**src/rtl/core/dlp_pkg.sv**
```systemverilog
// shared types and character constants of the decimal list parser
package dlp_pkg;

	typedef enum logic [1:0] {
		CMD_DIGIT = 2'd0,
		CMD_SEP   = 2'd1,
		CMD_EOT   = 2'd2
	} cmd_kind_t;

	typedef struct packed {
		cmd_kind_t   kind;
		logic [3:0]  digit;
	} cmd_t;

	localparam logic [7:0] CH_COMMA = 8'h2C;
	localparam logic [7:0] CH_SPACE = 8'h20;
	localparam logic [7:0] CH_ZERO  = 8'h30;
	localparam logic [7:0] CH_NINE  = 8'h39;
	localparam logic [7:0] CH_TAB   = 8'h09;
	localparam logic [7:0] CH_CR    = 8'h0D;

endpackage

```
**src/rtl/core/dlp_fifo.sv**
```systemverilog
// small register queue used between the parser parts
module dlp_fifo #(
	parameter int WIDTH      = 8,
	parameter int DEPTH_LOG2 = 1
) (
	input  logic             clk,
	input  logic             arst_n,
	input  logic             wr_en,
	input  logic [WIDTH-1:0] wr_data,
	input  logic             rd_en,
	output logic [WIDTH-1:0] rd_data,
	output logic             full,
	output logic             empty
);
	localparam int DEPTH = 1 << DEPTH_LOG2;

	logic [WIDTH-1:0]      mem_q [DEPTH];
	logic [DEPTH_LOG2-1:0] wr_ptr_q;
	logic [DEPTH_LOG2-1:0] rd_ptr_q;
	logic [DEPTH_LOG2:0]   count_q;
	logic                  do_wr;
	logic                  do_rd;

	assign full    = (count_q == (DEPTH_LOG2+1)'(DEPTH));
	assign empty   = (count_q == '0);
	assign do_wr   = wr_en && !full;
	assign do_rd   = rd_en && !empty;
	assign rd_data = mem_q[rd_ptr_q];

	always_ff @(posedge clk) begin
		if (do_wr) begin
			mem_q[wr_ptr_q] <= wr_data;
		end
	end

	always_ff @(posedge clk or negedge arst_n) begin
		if (!arst_n) begin
			wr_ptr_q <= '0;
			rd_ptr_q <= '0;
			count_q  <= '0;
		end else begin
			if (do_wr) begin
				wr_ptr_q <= wr_ptr_q + 1'b1;
			end
			if (do_rd) begin
				rd_ptr_q <= rd_ptr_q + 1'b1;
			end
			if (do_wr && !do_rd) begin
				count_q <= count_q + 1'b1;
			end else if (do_rd && !do_wr) begin
				count_q <= count_q - 1'b1;
			end
		end
	end

endmodule

```
**src/rtl/core/dlp_front.sv**
```systemverilog
// character classifier: turns one character into a parser command
module dlp_front (
	input  logic         [7:0] char_code,
	input  logic               end_of_text,
	output dlp_pkg::cmd_t      cmd,
	output logic               keep
);
	import dlp_pkg::*;

	logic [3:0] offset;

	assign offset = 4'(char_code - CH_ZERO);

	always_comb begin
		cmd.kind  = CMD_SEP;
		cmd.digit = offset;
		keep      = 1'b0;
		if (end_of_text) begin
			cmd.kind = CMD_EOT;
			keep     = 1'b1;
		end else if (char_code inside {[CH_TAB:CH_CR], CH_SPACE, CH_COMMA}) begin
			cmd.kind = CMD_SEP;
			keep     = 1'b1;
		end else if (char_code inside {[CH_ZERO:CH_NINE]}) begin
			cmd.kind = CMD_DIGIT;
			keep     = 1'b1;
		end
	end

endmodule

```
**src/rtl/core/dlp_back.sv**
```systemverilog
// number builder: accumulates digits and emits list elements
module dlp_back #(
	parameter int NUMBER_WIDTH = 31
) (
	input  logic                    clk,
	input  logic                    arst_n,
	input  logic                    cmd_avail,
	input  dlp_pkg::cmd_t           cmd,
	output logic                    cmd_pop,
	input  logic                    res_full,
	output logic                    res_push,
	output logic [NUMBER_WIDTH-1:0] res_number,
	output logic                    res_valid,
	output logic                    res_end
);
	import dlp_pkg::*;

	logic                    in_number_q;
	logic [NUMBER_WIDTH-1:0] acc_q;
	logic [NUMBER_WIDTH+3:0] acc_x;
	logic [NUMBER_WIDTH+3:0] grown;
	logic [NUMBER_WIDTH-1:0] grown_sat;
	logic                    go;

	assign go      = cmd_avail && !res_full;
	assign cmd_pop = go;

	// acc * 10 + digit, saturating
	assign acc_x     = {4'b0000, acc_q};
	assign grown     = (acc_x << 3) + (acc_x << 1) + {{NUMBER_WIDTH{1'b0}}, cmd.digit};
	assign grown_sat = (|grown[NUMBER_WIDTH+3:NUMBER_WIDTH]) ? {NUMBER_WIDTH{1'b1}}
	                                                         : grown[NUMBER_WIDTH-1:0];

	always_comb begin
		res_push   = 1'b0;
		res_number = acc_q;
		res_valid  = in_number_q;
		res_end    = 1'b0;
		case (cmd.kind)
			CMD_SEP: begin
				res_push = go && in_number_q;
			end
			CMD_EOT: begin
				res_push = go;
				res_end  = 1'b1;
			end
			default: begin
				res_push = 1'b0;
			end
		endcase
	end

	always_ff @(posedge clk or negedge arst_n) begin
		if (!arst_n) begin
			in_number_q <= 1'b0;
			acc_q       <= '0;
		end else if (go) begin
			case (cmd.kind)
				CMD_DIGIT: begin
					if (in_number_q) begin
						acc_q <= grown_sat;
					end else if (cmd.digit != 4'd0) begin
						acc_q       <= NUMBER_WIDTH'(cmd.digit);
						in_number_q <= 1'b1;
					end
				end
				CMD_SEP, CMD_EOT: begin
					acc_q       <= '0;
					in_number_q <= 1'b0;
				end
				default: begin
					acc_q <= acc_q;
				end
			endcase
		end
	end

	a_push_needs_pop: assert property (@(posedge clk) disable iff (!arst_n)
		res_push |-> cmd_pop)
		else $error("result pushed without a command");

	a_idle_acc_zero: assert property (@(posedge clk) disable iff (!arst_n)
		!in_number_q |-> (acc_q == '0))
		else $error("accumulator not clear outside a number");

	a_number_nonzero: assert property (@(posedge clk) disable iff (!arst_n)
		in_number_q |-> (acc_q != '0))
		else $error("number in progress holds zero");

	a_eot_resets: assert property (@(posedge clk) disable iff (!arst_n)
		(go && cmd.kind == CMD_EOT) |=> !in_number_q)
		else $error("end of text did not reset the parser");

endmodule

```
**src/rtl/core/decimal_list_parser_core.sv**
```systemverilog
// each command is registered in the command queue, each result in the result queue
// throughput: one character per cycle while full is low
// characters that neither build nor end a number are taken and dropped at the front
// a full result queue stalls the builder, and a full command queue raises full
// asynchronous active-low reset empties both queues and clears the pending number
module decimal_list_parser_core #(
	parameter int NUMBER_WIDTH = 31
) (
	input  logic                    clk,
	input  logic                    arst_n,
	input  logic                    push,
	output logic                    full,
	input  logic [7:0]              char_code,
	input  logic                    end_of_text,
	output logic                    empty,
	input  logic                    pop,
	output logic [NUMBER_WIDTH-1:0] number,
	output logic                    number_valid,
	output logic                    list_end
);
	import dlp_pkg::*;

	localparam int CMD_W = $bits(cmd_t);
	localparam int RES_W = NUMBER_WIDTH + 2;

	cmd_t                    front_cmd;
	logic                    front_keep;
	logic [CMD_W-1:0]        cmd_rd_data;
	cmd_t                    back_cmd;
	logic                    cmd_empty;
	logic                    cmd_pop;
	logic                    res_full;
	logic                    res_push;
	logic [NUMBER_WIDTH-1:0] res_number;
	logic                    res_valid;
	logic                    res_end;
	logic [RES_W-1:0]        res_rd_data;

	dlp_front u_front (
		.char_code   (char_code),
		.end_of_text (end_of_text),
		.cmd         (front_cmd),
		.keep        (front_keep)
	);

	dlp_fifo #(
		.WIDTH      (CMD_W),
		.DEPTH_LOG2 (2)
	) u_cmd_fifo (
		.clk     (clk),
		.arst_n  (arst_n),
		.wr_en   (push && front_keep),
		.wr_data (front_cmd),
		.rd_en   (cmd_pop),
		.rd_data (cmd_rd_data),
		.full    (full),
		.empty   (cmd_empty)
	);

	assign back_cmd = cmd_t'(cmd_rd_data);

	dlp_back #(
		.NUMBER_WIDTH (NUMBER_WIDTH)
	) u_back (
		.clk        (clk),
		.arst_n     (arst_n),
		.cmd_avail  (!cmd_empty),
		.cmd        (back_cmd),
		.cmd_pop    (cmd_pop),
		.res_full   (res_full),
		.res_push   (res_push),
		.res_number (res_number),
		.res_valid  (res_valid),
		.res_end    (res_end)
	);

	dlp_fifo #(
		.WIDTH      (RES_W),
		.DEPTH_LOG2 (2)
	) u_res_fifo (
		.clk     (clk),
		.arst_n  (arst_n),
		.wr_en   (res_push),
		.wr_data ({res_number, res_valid, res_end}),
		.rd_en   (pop),
		.rd_data (res_rd_data),
		.full    (res_full),
		.empty   (empty)
	);

	assign number       = res_rd_data[RES_W-1:2];
	assign number_valid = res_rd_data[1];
	assign list_end     = res_rd_data[0];

endmodule
```
**config.mk**
```make
export PLATFORM = sky130hd
export DESIGN_NAME = decimal_list_parser_core
export DESIGN_NICKNAME = d
export VERILOG_FILES = /design/src/rtl/core/dlp_pkg.sv /design/src/rtl/core/dlp_fifo.sv /design/src/rtl/core/dlp_front.sv /design/src/rtl/core/dlp_back.sv /design/src/rtl/core/decimal_list_parser_core.sv
export SDC_FILE = /design/constraint.sdc
export NUM_CORES = 1
export LEC_CHECK = 0
export BUFFER_PORTS_ARGS = -buffer_cell sky130_fd_sc_hd__buf_2
export CORE_MARGIN = 1
export CORE_UTILIZATION = 35
export DETAILED_ROUTE_END_ITERATION = 8
export SETUP_SLACK_MARGIN = 0.02
export SLEW_MARGIN = 20
export SYNTH_ARGS = -nofsm -noshare
export SYNTH_HDL_FRONTEND = slang
export SYNTH_HIERARCHICAL = 1
export SYNTH_SLANG_ARGS = --single-unit
```
**constraint.sdc**
```tcl
create_clock -name clk -period 9.9 [get_ports clk]
set_input_delay 0 -clock clk [delete_from_list [all_inputs] [get_ports clk]]
set_output_delay 0 -clock clk [all_outputs]
set_load 0.05 [all_outputs]
```
**Word level (Yosys, flattened, before mapping)**

Memories as Yosys holds them, arrays and structs flattened.
Cells that the tools add are included.
Widths: inputs -> output; s select.

- Add/subtract/negate cells: 11
- Magnitude comparators: 4
- Multiplexer cells: 23
- Reductions and logical operators: 33
- Eq/ne operators: 7

Operators with widths:

| cell | number |
|---|---|
| $mux 31 | 3 |
| $pmux 31 s2 | 1 |
| $add 34x32->35 | 1 |
| $add 35x4->35 | 1 |
| $eq 8x6->1 const B | 2 |
| $logic_and 1x1->1 | 13 |
| $mux 3 | 4 |
| $mux 1 | 11 |
| $add 2x1->2 const B | 4 |
| $ge 8x4->1 const B | 1 |
| $ge 8x6->1 const B | 1 |
| $le 8x4->1 const B | 1 |
| $le 8x6->1 const B | 1 |
| $logic_not 1->1 | 8 |
| $add 3x1->3 const B | 2 |
| $eq 3x3->1 const B | 2 |
| $logic_not 3->1 | 2 |
| $reduce_bool 2->1 | 3 |
| $sub 3x1->3 const B | 2 |
| $mux 2 | 2 |
| $pmux 1 s2 | 2 |
| $reduce_bool 4->1 | 1 |
| $reduce_or 4->1 | 1 |
| $sub 4x1->4 const B | 1 |
| 8 further kinds | 8 |

- Flip-flop bits (word level): 46
- Output and inout bits: 35
- Word-level logic and storage cells: 88
- Memories kept: 2
- Memory bits (writable): 156

Memory list:

| name | words | width | read ports | clocked after Yosys merged registers in | write ports | line | text |
|---|---|---|---|---|---|---|---|
| u_res_fifo.mem_q | 4 | 33 | 1 | 0 | 1 | dlp_fifo.sv:17 | `logic [WIDTH-1:0] mem_q [DEPTH];` |
| u_cmd_fifo.mem_q | 4 | 6 | 1 | 0 | 1 | dlp_fifo.sv:17 |  |

**Logic depth before layout (Yosys ltp)**

Gate-level depths: netlist of run 1.

- Word-level depth: 11
- Depth in mapped cells: 15
- Gate-level depth less buffers: 12

**Hierarchy**

The synthesis of run 1 kept the hierarchy.

Modules (own cells, without submodules):

| module | area an instance (µm²) | seq. area each (µm²) | times used | cells an instance |
|---|---|---|---|---|
| dlp_fifo (u_res_fifo) | 5242.5 | 4139.0 | 1 | 209 |
| dlp_back | 3479.6 | 800.8 | 1 | 386 |
| dlp_fifo (u_cmd_fifo) | 1290.0 | 895.9 | 1 | 68 |
| dlp_front | 102.6 | 0.0 | 1 | 16 |
| decimal_list_parser_core | 10.0 | 0.0 | 1 | 2 |

**Worst setup path before layout of run 1**

No wires, ideal clock.

- Kind: register to register
- Start: register u_cmd_fifo.rd_ptr_q[0]
- End: register u_back.acc_q[0] (netlist: u_back/res_number[0])
- Library setup time: 0.124 ns
- Buffers on the path: 3
- Arrival time: 4.052 ns
- Path slack: 5.724 ns
- Cell stages (with the launch flop): 15
- Clock period less this slack: 4.176 ns
- Data required time: 9.776 ns
- Cells stage by stage: dfrtp_1 > buf_2 > mux4_2 > fa_1 > fa_1 > a211oi_2 > o211ai_2 > a31oi_4 > o21ai_2 > or4_1 > and3_1 > o31a_1 > buf_6 > buf_6 > a211o_1

RTL lines:

| item | line | text |
|---|---|---|
| start, declared | dlp_fifo.sv:19 | `logic [DEPTH_LOG2-1:0] rd_ptr_q;` |
| start signal, assigned | dlp_fifo.sv:46 | `rd_ptr_q <= rd_ptr_q + 1'b1;` |
| end signal, assigned | dlp_back.sv:61 | `acc_q <= grown_sat;` |
| end signal, assigned | dlp_back.sv:63 | `acc_q <= NUMBER_WIDTH'(cmd.digit);` |
| end signal, assigned | dlp_back.sv:72 | `acc_q <= acc_q;` |
| end, declared | dlp_back.sv:19 | `logic [NUMBER_WIDTH-1:0] acc_q;` |

==> run metrics, run 1 <==
f_max roughly 0.22 GHz; yosys warns 6; EDFF count, synth 156; CP peak stage delay ~0.6 ns; Worst setup SP type flop; DR WL/cell 17.0 um; fin util 0.406; share of layout cells above drive strength 1 0.178; Critical Path AT about 5 ns; Setup-failing EPs final 0; RR Endpoint u_back/res_number[23]$_DFFE_PN0P_; IO Port Bufs between 40 and 50; critical path class flop to flop; Hold EP u_cmd_fifo/wr_ptr_q[0]$_DFFE_PN0P_; Num Clock Sinks 202; Tot Pwr 3.26 mW; register area share after synthesis 0.576; antenna cells 0; # IOs 48; Vias/cell 5.20; cells after synthesis 681; Starting Density 0.360; synthesized cell area 10100 sq um; Placement Setup Slack 5.11 ns; Clock Latency Late Sink slightly below 0.5 ns; fin worst setup slack between 5 and 6 ns; CTS resizes 0; worst slew pin tran around 0.68 ns; Post-CTS Setup Repair Bufs 0; syn_nets 773; critical path's slowest cell dfrtp_1; routed vias between 5000 and 6000; ys async rst share 0.228; CP cell instances mux4_2, fa_1, fa_1, a211oi_2, o211ai_2, a31oi_4, o21ai_2, or4_1, and3_1, o31a_2, a221o_1; H-tree depth 1; Post-DP HPWL around 13000 um; Layout Area Growth over Synthesis 12.7%; minimum clock period 4.62 ns; CTS Buffer Depth 3; r2r setup slk 5.28 ns; most numerous cell on the critical path fa_1; drt first pass iters 4; CTS tree built; outcome finished clean; GPL Wtd Cong about 0.82; Pleak 4.51 nW; Cells on Worst Hold Path 4; remaining antenna violation count 0; Overall Global Routing Usage 0.135; max cap viols 0; Seq cells post-synth roughly 200; final hold violation count 0; top_reg_cell synth edfxtp_1; Final Cycle Share 0.467; Die X between 150 and 200 um; WP data required 10.26 ns; setup TNS 0 ns; PD cells 285 nW/um^2; Core Area about 28000 sq um; worst r2r src u_cmd_fifo/rd_ptr_q[0]$_DFFE_PN0P_; Iteration-0 DRC Markers around 320; reg2reg path depth 11; Residual DRC 0; Max IR drop VDD ~0.14 mV; Final Max Tran Viols 0; hold crit path type input port to flop; Clk pin slew, worst setup/hold paths roughly 0.06 ns; Mapped Avg Cell Area roughly 15 sq um; RSZ-0062 raised after global routing false; gr ovfl total 0; Std-Cell Rows 61; number of library cell types mapped by synthesis slightly below 60; die height 172 um; CP startpoint u_cmd_fifo/rd_ptr_q[0]$_DFFE_PN0P_; initial antenna violation count 0; nets approximately 830; cell at the root of the clock tree clkbuf_16; critical path fanouts, max 28; vias in the first global route roughly 6000; Crit. End Element flop; final wirelength approximately 19000 um; Hold Crit Start push; first-pass GRT wire length around 31000 um; die area approximately 30000 sq um; largest net degree at the start of global routing 47; hold buffer count at cts 9; number of buffers created by CTS 21; slew margin rel. 0.548; Post-Route Skew 0.0144 ns
[worst max-delay path by stage]
stage / end / cells after the start / slack, ns
after floorplan: u_back/res_number[0]$_DFFE_PN0P_ / 14 / 5.72
after global placement: u_back/res_number[12]$_DFFE_PN0P_ / 11 / 5.21
after detailed placement: u_back/res_number[16]$_DFFE_PN0P_ / 11 / 5.11
after CTS: u_back/res_number[23]$_DFFE_PN0P_ / 11 / 5.08
after global routing: u_back/res_number[8]$_DFFE_PN0P_ / 11 / 5.04
final: u_back/res_number[23]$_DFFE_PN0P_ / 11 / 5.28
[registers in the layout (all words and copies together), names as in the netlist, 3 cells and up]
| name | cells |
|---|---|
| u_cmd_fifo/count_q | 3 |
| u_res_fifo/count_q | 3 |
| u_back/res_number | 31 |
| u_cmd_fifo/mem_q | 24 |
| u_res_fifo/mem_q | 132 |
[logic make-up after synthesis]
| logic type | synth area share |
|---|---|
| adder cells (fa/ha/maj) | 0.101 |
| buffers and inverters | 0.0313 |
| multiplexers | 0.0948 |
| XOR/XNOR | 0.0337 |
| flip-flops | 0.576 |
| AO/OA/AOI/OAI | 0.0994 |
| AND/OR/NAND/NOR | 0.0639 |
[cells in the mapped netlist (6+ instances only)]
master    count  area (sq um)
edfxtp_1    156          4680
nand4_1      13          81.3
buf_2         7          35.0
nor2_1       20          75.1
ha_1         75           938
nand3_1      10          50.1
a31oi_1       7          43.8
nor3_1        9          45.0
a21oi_1      40           200
and2_1       14          87.6
nand2_1      31           116
xor2_1       16           140
dfrtp_1      46          1150
buf_6         6          67.6
a221o_1      27           270
o21ai_0      25           125
xnor2_1      23           201
o211ai_1      8          60.1
mux4_2       34           766
inv_1        18          67.6
clkbuf_1     11          41.3
[worst max-delay path, delay by kind of cell (launching register included)]
kind | cells | cell delay, ns
and+or+nand+nor | 2 | 0.65
adders and majority gates | 2 | 1.01
DFF | 1 | 0.60
AOI/OAI and AO/OA | 6 | 1.63
muxes | 1 | 0.60
[final cells by class]
cell class | count | area, sq um
clock buffers | 32 | 597
clock inverters | 5 | 77.6
fillers | 2620 | 16700
inverters | 18 | 67.6
multi-input cells | 427 | 3980
flip-flops and latches | 202 | 5840
well taps | 378 | 473
repair buffers | 64 | 385
[cell usage in the layout (no fill, tap or decap), drive strengths merged, types with 3 or more instances in the layout]
master | netlist | layout
nand4 | 13 | 13
ha | 75 | 75
inv | 18 | 19
o21a | 4 | 4
nor3 | 9 | 9
mux2 | 4 | 4
o211ai | 9 | 9
nand2 | 31 | 31
xor2 | 16 | 16
nor2 | 20 | 20
nor3b | 5 | 5
nand2b | 5 | 5
clkbuf | 11 | 32
xnor2 | 23 | 23
buf | 23 | 55
a21o | 5 | 5
o21bai | 4 | 4
nand3 | 10 | 10
dlygate4sd3 | 0 | 9
a21oi | 40 | 40
or3 | 4 | 4
nor2b | 5 | 5
and2 | 14 | 14
mux4 | 39 | 39
edfxtp | 156 | 156
a211o | 3 | 3
o21ai | 27 | 27
dfrtp | 46 | 46
fa | 4 | 4
a31oi | 8 | 8
a221o | 27 | 27
[per-stage QoR]
stage	cells	hold slack [ns]	instance area, sq um
floorplan	681	-0.296	10100
global placement	1080	0.162	10600
detailed placement	1080	0.163	10600
CTS	1126	0.135	11400
global route	1126	0.161	11400
finish	1126	0.150	11400
[routing by layer]
metal  up-vias  part of all wire  global-route usage
li1       2794                 -                   -
met1      2945              0.48               0.192
met2        94              0.46               0.211
met3        24             0.035              0.0181
met4         0             0.020              0.0442
met5         -                 0                   0
[where the power goes]
part           total (mW)  internal (mW)  switching (mW)
combinational        1.27          0.450           0.822
sequential           1.21           1.11           0.108
clock               0.771          0.467           0.304
No activity file was read; power rests on OpenSTA's default activity.
==> inputs of run 2 (changes only) <==
- clock period: 9.9 -> 4 ns (I/O delays scaled with it)
==> run 2 against run 1 <==
  * The flow now finishes with violations (setup timing)
  * Sequential share of layout area fell by 1.1 points
  * Cell count rose by 2.2%
  * Sequential cell count did not move
  * Largest cell class unchanged
==> run metrics, run 2 (synthesis results as in run 1) <==
final hold violation count 0; first-pass GRT wire length 31600 um; drt first pass iters 4; Layout Area Growth over Synthesis 15.3%; Max IR drop VDD ~0.35 mV; Fill cells between 2000 and 3000; Vias/cell approximately 5.1; Die X 172 um; antenna cells 0; Pleak between 4 and 5 nW; Final Cycle Share 1.02; GPL Wtd Cong between 0.8 and 0.9; Multi-input gate area between 3000 and 4000 sq um; switching share of power 0.380; max cap viols 0; die area ~30000 sq um; critical path fanouts, max 28; Std-Cell Rows 61; initial antenna violation count 0; Clock Latency Late Sink a little over 0.5 ns; combinational share of power 0.390; cell at the root of the clock tree clkbuf_16; Tot Pwr ~8.3 mW; Crit. End Element flop; Clk pin slew, worst setup/hold paths 0.06 ns; Finished Cell Area ~12000 sq um; setup TNS -1.19 ns; worst slew pin tran around 1 ns; DP Area roughly 11000 sq um; Register Area 5840 sq um; vias in the first global route just under 6000; nets roughly 850; max reg flops 132; largest net degree at the start of global routing 35; IO Port Bufs 47; Critical Path AT 4.43 ns; Final Max Tran Viols 0; Clock power frac 0.234; failing checks setup timing; Worst setup SP type flop; sequential power share 0.376; WP data required 4.37 ns; Core Area around 28000 sq um; gr ovfl total 0; Residual DRC 0; Int Power 5.12 mW; Post-Route Skew around 0.03 ns; most common cell after layout, fill and taps aside edfxtp_1; Overall Global Routing Usage 0.136; Iteration-0 DRC Markers 384; Post-DP HPWL ~14000 um; DR WL/cell 17.1 um; # IOs 48; routed vias about 5900; slew margin rel. 0.331; fin worst setup slack -0.0616 ns; most frequent cells in the layout edfxtp_1 (156), ha_1 (75), buf_2 (47); Starting Density 0.360; Final Hold Slack around 0.054 ns; final wirelength 19600 um; PD cells between 700 and 800 nW/um^2; critical path class flop to flop; Num Clock Sinks just over 200; die height ~170 um; largest register by flop count u_res_fifo/mem_q; RSZ-0062 raised after global routing true; CTS Buffer Depth 3; minimum clock period 4.06 ns; share of layout cells above drive strength 1 0.208; Setup-failing EPs final 27; CTS tree built; outcome complete, but fails checks; H-tree depth 1; hold crit path type input port to asynchronous set/reset pin; Sw Pwr 3.14 mW; remaining antenna violation count 0; number of buffers created by CTS 22; f_max between 0.2 and 0.25 GHz
==> run 2: changes by cell type in the layout (fill, tap and decap cells not counted), moves of 2 or more <==
| cell | delta |
|---|---|
| buf_4 | +17 |
| buf_12 | +4 |
| clkbuf_8 | -3 |
| clkinv_1 | +3 |
| a31oi_1 | -2 |
| a31oi_2 | +2 |
| clkbuf_1 | -2 |
| clkinv_4 | +2 |
| dfrtp_1 | -2 |
| dfrtp_2 | +2 |
| fa_1 | -2 |
| fa_2 | +2 |
==> run 2: metrics by stage <==
stage | utilization | std cells | setup slack [ns]
6_report | 0.416 | 1151 | -0.0616
2_1_floorplan | - | 681 | -0.0310
3_3_place_gp | 0.385 | 1097 | -0.0567
3_5_place_dp | 0.385 | 1097 | -0.162
4_1_cts | 0.414 | 1148 | -0.0998
5_1_grt | 0.416 | 1151 | -0.222
==> run 2: what timing repair did <==
item | CTS | global route
hold endpoints to repair | 47 | 0
pin swaps | 0 | 2
setup buffers | 2 | 3
gates resized for setup | 1 | 5
endpoints found under the setup margin | 28 | 31
hold buffers | 9 | 0
==> run 2: final timing paths <==
| check | start | end | slack, ns | cells after the start |
|---|---|---|---|---|
| hold / removal | arst_n | u_res_fifo/wr_ptr_q[0]$_DFFE_PN0P_ | 0.05 | 2 |
| min in group clk | push | u_cmd_fifo/wr_ptr_q[0]$_DFFE_PN0P_ | 0.10 | 4 |
| max in group asynchronous | arst_n | u_res_fifo/rd_ptr_q[0]$_DFFE_PN0P_ | 3.16 | 3 |
| setup reg to reg | u_cmd_fifo/rd_ptr_q[0]$_DFFE_PN0P_ | u_back/res_number[21]$_DFFE_PN0P_ | -0.06 | 12 |
| hold reg to reg | u_res_fifo/count_q[2]$_DFFE_PN0P_ | u_res_fifo/count_q[2]$_DFFE_PN0P_ | 0.48 | 1 |
| setup / recovery | u_cmd_fifo/rd_ptr_q[0]$_DFFE_PN0P_ | u_back/res_number[21]$_DFFE_PN0P_ | -0.06 | 12 |
==> run 2: layout make-up <==
class	instances	area share
Multi-Input combinational cell	427	0.342
Tap cell	378	0.0405
Sequential cell	202	0.500
Timing Repair Buffer	86	0.0518
Clock buffer	28	0.0491
Clock inverter	12	0.0108
Inverter	18	0.00579
==> run 2: per-layer routing <==
metal | GRT usage | part of all wire
met1 | 0.191 | 0.48
met2 | 0.222 | 0.48
met3 | 0.0195 | 0.032
met4 | 0.0339 | 0.016
met5 | 0 | 0
==> run 2: worst max-delay path, stage by stage (launching register included) <==
cell and delay (ns):
dfrtp_2 0.41, mux4_2 0.55, fa_2 0.47, fa_2 0.43, a211oi_2 0.29, o211ai_2 0.16
a31oi_4 0.17, o21ai_2 0.10, or4_1 0.45, and3_1 0.17, o31a_1 0.27, buf_12 0.17
a221o_1 0.27
==> run 2: power groups by stage <==
stage	combinational, mW	sequential [mW]	clock (mW)
finish	3.22	3.11	1.93
floorplan	2.73	2.92	0
detailed placement	3.22	3.16	0
global route	3.50	3.18	2.08
CTS	3.24	3.13	1.99
global placement	3.19	3.14	0
